$ cat src/sv/text_console_char_writer_defines.svh
// Assertion macros for the text console character writer.
// Needs clk and rst in the scope of the module that uses them.
`ifndef TEXT_CONSOLE_CHAR_WRITER_DEFINES_SVH
`define TEXT_CONSOLE_CHAR_WRITER_DEFINES_SVH

// Condition that must hold at every clock edge out of reset.
`define TCW_ASSERT_ALWAYS(label, cond, msg) \
  label: assert property (@(posedge clk) disable iff (rst) (cond)) \
    else $error(msg);

// Condition that must hold in the cycle after the trigger.
`define TCW_ASSERT_NEXT(label, trig, cons, msg) \
  label: assert property (@(posedge clk) disable iff (rst) (trig) |=> (cons)) \
    else $error(msg);

`endif

$ cat src/sv/tcw_pkg.sv
// Shared types and codes for the text console character writer.
// No dependencies; used by tcw_rowmap and text_console_char_writer.
package tcw_pkg;

  localparam logic [1:0] OP_PUT   = 2'd0;
  localparam logic [1:0] OP_READ  = 2'd1;
  localparam logic [1:0] OP_CLEAR = 2'd2;

  localparam logic [7:0] NEWLINE_CODE = 8'd10;
  localparam logic [7:0] EMPTY_CODE   = 8'd0;

  typedef struct packed {
    logic [1:0] op;
    logic [7:0] char_code;
    logic [4:0] read_row;
    logic [6:0] read_col;
  } cmd_t;

  typedef struct packed {
    logic [7:0] cell_char;
    logic [6:0] cursor_col;
    logic [4:0] cursor_row;
    logic       scrolled;
  } res_t;

  // Row base pointer control.
  typedef struct packed {
    logic advance;  // scroll up one row
    logic home;     // back to physical row 0
  } map_ctl_t;

endpackage

$ cat src/sv/tcw_rowmap.sv
// Row base pointer: maps screen rows to physical rows of the cell store.
// Depends on tcw_pkg (map_ctl_t).
module tcw_rowmap #(
  parameter int ROWS = 25,
  parameter int RW   = 5
) (
  input  logic             clk,
  input  logic             rst,
  input  tcw_pkg::map_ctl_t ctl,
  input  logic [RW-1:0]    lrow,
  output logic [RW-1:0]    prow
);

  localparam logic [RW:0]   ROWS_W = (RW+1)'(ROWS);
  localparam logic [RW-1:0] LAST   = RW'(ROWS - 1);

  logic [RW-1:0] base;
  logic [RW:0]   sum;

  always_ff @(posedge clk) begin
    if (rst || ctl.home) begin
      base <= '0;
    end else if (ctl.advance) begin
      base <= (base == LAST) ? '0 : RW'(base + 1'b1);
    end
  end

  // Both operands below ROWS, so one conditional subtract wraps.
  assign sum  = {1'b0, base} + {1'b0, lrow};
  assign prow = (sum >= ROWS_W) ? RW'(sum - ROWS_W) : RW'(sum);

endmodule

$ cat config.mk
export PLATFORM = sky130hd
export DESIGN_NAME = tcw_rowmap
export DESIGN_NICKNAME = d
export VERILOG_FILES = /design/src/sv/text_console_char_writer_defines.svh /design/src/sv/tcw_pkg.sv /design/src/sv/tcw_rowmap.sv
export SDC_FILE = /design/constraint.sdc
export NUM_CORES = 1
export LEC_CHECK = 0
export ABC_AREA = 1
export BUFFER_PORTS_ARGS = -buffer_cell sky130_fd_sc_hd__buf_2
export CAP_MARGIN = 20
export CELL_PAD_IN_SITES_DETAIL_PLACEMENT = 1
export CELL_PAD_IN_SITES_GLOBAL_PLACEMENT = 1
export CORE_MARGIN = 5
export CORE_UTILIZATION = 37
export DETAILED_ROUTE_END_ITERATION = 7
export PLACE_DENSITY_LB_ADDON = 0.1
export RECOVER_POWER = 25
export SYNTH_ARGS = -nofsm -noshare
export SYNTH_HDL_FRONTEND = slang
export SYNTH_SLANG_ARGS = --single-unit
$ cat constraint.sdc
create_clock -name clk -period 2.15 [get_ports clk]
set_clock_uncertainty 0.05 [all_clocks]
set_input_delay 0 -clock clk [delete_from_list [all_inputs] [get_ports clk]]
set_output_delay 0 -clock clk [all_outputs]
set_load 0.02 [all_outputs]
# ---- Word level (Yosys, flattened, before mapping)
# Index checks and enable logic that the tools add are counted.
dict set report totals {
  register_bits 5
  latchBits 0
  mem_bits_rw 0
  mem_bits_ro 0
  inputBits 9
  mem_count 0
}
dict set report classes {
  addsub 3
  multipliers 0
  n_div 0
  order_cmp 1
  n_eq_ne 1
  shifts 0
  muxes 2
  n_bitwise 0
  n_reduce_logical 1
}
# op count
set ops {}
lappend ops {{$mux W5} 2}
lappend ops {{$add A5 B5 Y6} 1}
lappend ops {{$ge A6 B5 Y1 const B} 1}
lappend ops {{$add A5 B1 Y5 const B} 1}
lappend ops {{$eq A5 B5 Y1 const B} 1}
lappend ops {{$sub A5 B5 Y5 const B} 1}
lappend ops {{$logic_or A1 B1 Y1} 1}

# ---- Depth between registers and ports, before layout
dict set report depth {
  word_depth 3
  depth_mapped 13
}

# ---- Worst setup path before layout
# No wires, ideal clock.
dict set report synth_timing {
  path_kind {reg2out}
  startpoint {reg base[0]}
  endpoint {out prow[0]}
  t_arrival_ps 1839
  t_required_ps 2100
  slack_ps 261
  path_stages_with_launch 9
  path_buffers 0
  path_cell_list {dfxtp_1 ha_1 inv_1 fa_1 ha_1 nand3b_2 nand3_4 nand3_1 nand2_1}
}
dict set report synth_via {
  elab_chain_cells 3
  elab_cells_between_ends 4
}
# item line_no
set synth_rtl {}
lappend synth_rtl {{start: declaration} tcw_rowmap.sv:17} ;# logic [RW-1:0] base;
lappend synth_rtl {{start signal: assignment} tcw_rowmap.sv:24} ;# base <= (base == LAST) ? '0 : RW'(base + 1'b1);
lappend synth_rtl {{$add A5 B5 Y6 (*)} tcw_rowmap.sv:29} ;# assign sum = {1'b0, base} + {1'b0, lrow};
lappend synth_rtl {{$sub A5 B5 Y5 / $ge A6 B5 Y1 (equally long branches)} tcw_rowmap.sv:30} ;# assign prow = (sum >= ROWS_W) ? RW'(sum - ROWS_W) : RW'(sum);
lappend synth_rtl {{$mux W5 (*)} tcw_rowmap.sv:30}
lappend synth_rtl {{end: declaration} tcw_rowmap.sv:11} ;# output logic [RW-1:0] prow
# Every way passes the cells marked *; elsewhere a longest branch is shown, timed or not.

# ---- Final worst setup path
dict set report layout_timing {
  startpoint {reg base[0]}
  endpoint {out prow[2]}
}
# Same word-level chain as after synthesis.

==> flow_summary_export.csv <==
group,metric,value,unit
outcome,status,"finished clean",
power_and_ir_drop,ir_drop,0.309,mV
logic_synthesis,syn_nets,118,
sta,timing.fmax,479,MHz
grt,grt_start_max_net_pins,6,
sta,period_share,97.1,%
logic_synthesis,yosysUniqueCellTypes,21,
cells_and_area,largest_register_ffs,5,
floorplanning,coreArea,1750,µm²
logic_synthesis,synth_cells,99,
place,dpl.hpwl,1470,µm
drt,dr_total_vias,678,
drt,antenna_left,0,
clock_network,h-tree-depth,1,
grt,track_usage,15.5,%
setup_path,critPathArrivalTime,2040,ps
logic_synthesis,synth_common_cells,"27 x nand2_1, 17 x inv_1, 9 x ha_1",
sta,setup_viol_count_final,0,
place,place_inst,137,
cells_and_area,n_antenna_cell,0,
sta,period_needed,2090,ps
sta,worst_pin_slew,444,ps
floorplanning,fp.dieH,52.9,µm
sta,slew_headroom,70.1,%
power_and_ir_drop,p_leak,0.473,nW
clock_network,cts_buffers,3,
floorplanning,dieArea,2800,µm²
floorplanning,rows,15,
cells_and_area,areaGrowthSynthToFinish,35.2,%
logic_synthesis,synthTopCellsByArea,"ha_1 17%, nand2_1 15%, dfxtp_1 15%",
logic_synthesis,synth_warnings,0,
cells_and_area,instances_no_fill,145,
sta,fin_hold_ws,38.7,ps
setup_path,worstPathMaxFanout,5,
grt,grt_pass1_wl,3220,µm
logic_synthesis,yosys.area.top_type,"ha_1",
setup_path,start_kind,"register",
clock_network,clk_pin_slew_worst_paths,50,ps
drt,route.detailed.drc,0,
sta,drv_slew,0,
cells_and_area,final_core_util,52.8,%
logic_synthesis,synth_edf_count,0,
logic_synthesis,synth_most_common_cell,"nand2_1",
place,io_buffers,13,
floorplanning,io_pins,14,
hold_path,hold_path.class,"in2reg",
clock_network,cts_tree,"built",
drt,drt-initial-drc-count,7,
setup_path,crit_type,"reg2out",
cells_and_area,reg.largest.list,"base (5)",
grt,grt_antenna_before_repair,0,
place,place_congestion,0.703,
clock_network,clock-sinks,5,
floorplanning,dieWidth,52.9,µm
grt,first_global_vias,767,
logic_synthesis,synth_seq_area_share,14.7,%
logic_synthesis,synth_ff_type,"dfxtp_1",
power_and_ir_drop,power_density,408,nW/µm²
clock_network,root_buffer,"clkbuf_4",
clock_network,cts.path.max_buffers,2,
cells_and_area,top_register,"base",
setup_path,cp.required,2100,ps
logic_synthesis,avgSynthCellArea,6.89,µm²
grt,grt.overflow.total,0,
cells_and_area,drive_gt1_share,33.3,%
cells_and_area,fillers,225,
flow_run,maxCapViolations,0,
sta,rsz0062_at_grt,"yes",
logic_synthesis,synthArstFlopShare,0,%
drt,via_per_inst,4.68,
cells_and_area,num-nets-final,140,
logic_synthesis,synth_top_area_share,16.5,%
setup_path,cp-end-kind,"output port",
floorplanning,start_util,39.1,%
sta,final_hold_viol_count,0,
logic_synthesis,ys_ff_latch,5,
drt,post_drt_wl_per_cell,12.1,µm
drt,drt_wl_total,1750,µm
logic_synthesis,netlist_area,682,µm²
clock_network,worstSkewPairLatency,240,ps
drt,first_pass_iters,4,
cell families (layout without fill, tap and decap cells):
| logic type | after synthesis | in the layout | share of synthesized area (%) |
|---|---|---|---|
| flip-flops | 5 | 5 | 14.7 |
| XOR/XNOR | 4 | 4 | 5.14 |
| buffers and inverters | 18 | 39 | 10.3 |
| adder cells (fa/ha/maj) | 10 | 10 | 19.4 |
| AND/OR/NAND/NOR | 56 | 56 | 43.7 |
| AO/OA/AOI/OAI | 6 | 6 | 6.79 |
worst paths after layout:
kind              slack, ps  cells past startpoint              endpoint                 start
setup / recovery         60                     10               prow[2]  base[0]$_SDFFE_PP0P_
hold / removal           40                      4  base[0]$_SDFFE_PP0P_                ctl[1]
setup reg to reg        710                      6  base[3]$_SDFFE_PP0P_  base[0]$_SDFFE_PP0P_
hold reg to reg         510                      2  base[1]$_SDFFE_PP0P_  base[1]$_SDFFE_PP0P_
report_power, final:
part	switching, mW	internal [mW]
logic	0.0932	0.0769
clock network	0.0401	0.0703
registers	0.00171	0.0941
total	0.135	0.241
repair_timing:
| item | 4_1_cts | 5_1_grt |
|---|---|---|
| endpoints found under the hold margin | 1 | 0 |
| cloned | 0 | 0 |
| gates resized for setup | 15 | 7 |
| hold buffers | 2 | 0 |
| endpoints found under the setup margin | 5 | 4 |
| pin swaps | 4 | 1 |
| setup buffers | 2 | 0 |
cell type report:
| class | count | area (µm²) | share of cell area (%) |
|---|---|---|---|
| Clock buffer | 4 | 26.3 | 2.85 |
| Inverter | 18 | 70.1 | 7.60 |
| Multi-Input combinational cell | 76 | 566 | 61.3 |
| Sequential cell | 5 | 104 | 11.3 |
| Tap cell | 25 | 31.3 | 3.39 |
| Timing Repair Buffer | 17 | 125 | 13.6 |
critical path, cell delays in order (launching register included):
cell      delay, ps
dfxtp_4         350
ha_4            130
inv_2            40
fa_2            590
ha_4            140
nand3b_4        120
nand3_4         100
nand2_4          90
nand2_1          50
nand2_1          70
buf_6           110
cells in the final DEF, fill, tap and decap left out:
| master | count |
|---|---|
| nand3_2 | 3 |
| nand2_4 | 3 |
| o21ai_0 | 2 |
| nand3b_4 | 1 |
| nand2_1 | 25 |
| clkbuf_1 | 1 |
| nand3_4 | 1 |
| nand2_2 | 5 |
| buf_6 | 4 |
| xor2_1 | 2 |
| dfxtp_4 | 1 |
| nor2_1 | 7 |
| inv_4 | 1 |
| o21bai_1 | 1 |
| buf_2 | 9 |
| o21bai_4 | 1 |
| buf_4 | 2 |
| dlygate4sd3_1 | 2 |
| ha_4 | 3 |
| nor3_1 | 1 |
| fa_2 | 1 |
| a21oi_1 | 2 |
| nand4_1 | 3 |
| ha_1 | 6 |
| xnor2_1 | 2 |
| dfxtp_1 | 4 |
| clkbuf_4 | 3 |
| inv_1 | 15 |
| inv_2 | 2 |
| nand3_1 | 7 |
metrics by stage:
stage	total power, mW	cell area [µm²]	worst slack, ps	setup TNS [ps]
after floorplan	0.190	682	261	0
after global placement	0.225	778	144	0
after detailed placement	0.227	778	82.4	0
after CTS	0.369	906	5.99	0
after global routing	0.404	922	-48.8	-142
final	0.376	922	61.9	0
per-layer routing:
metal	vias up	share of wire, %	GRT usage [%]
met4	0	1.4	5.11
met2	8	57	31.6
met3	4	2.0	0.845
li1	353	-	-
met5	-	0	0
met1	313	40	16.3
Note: power is estimated with default switching activity, not from simulation.
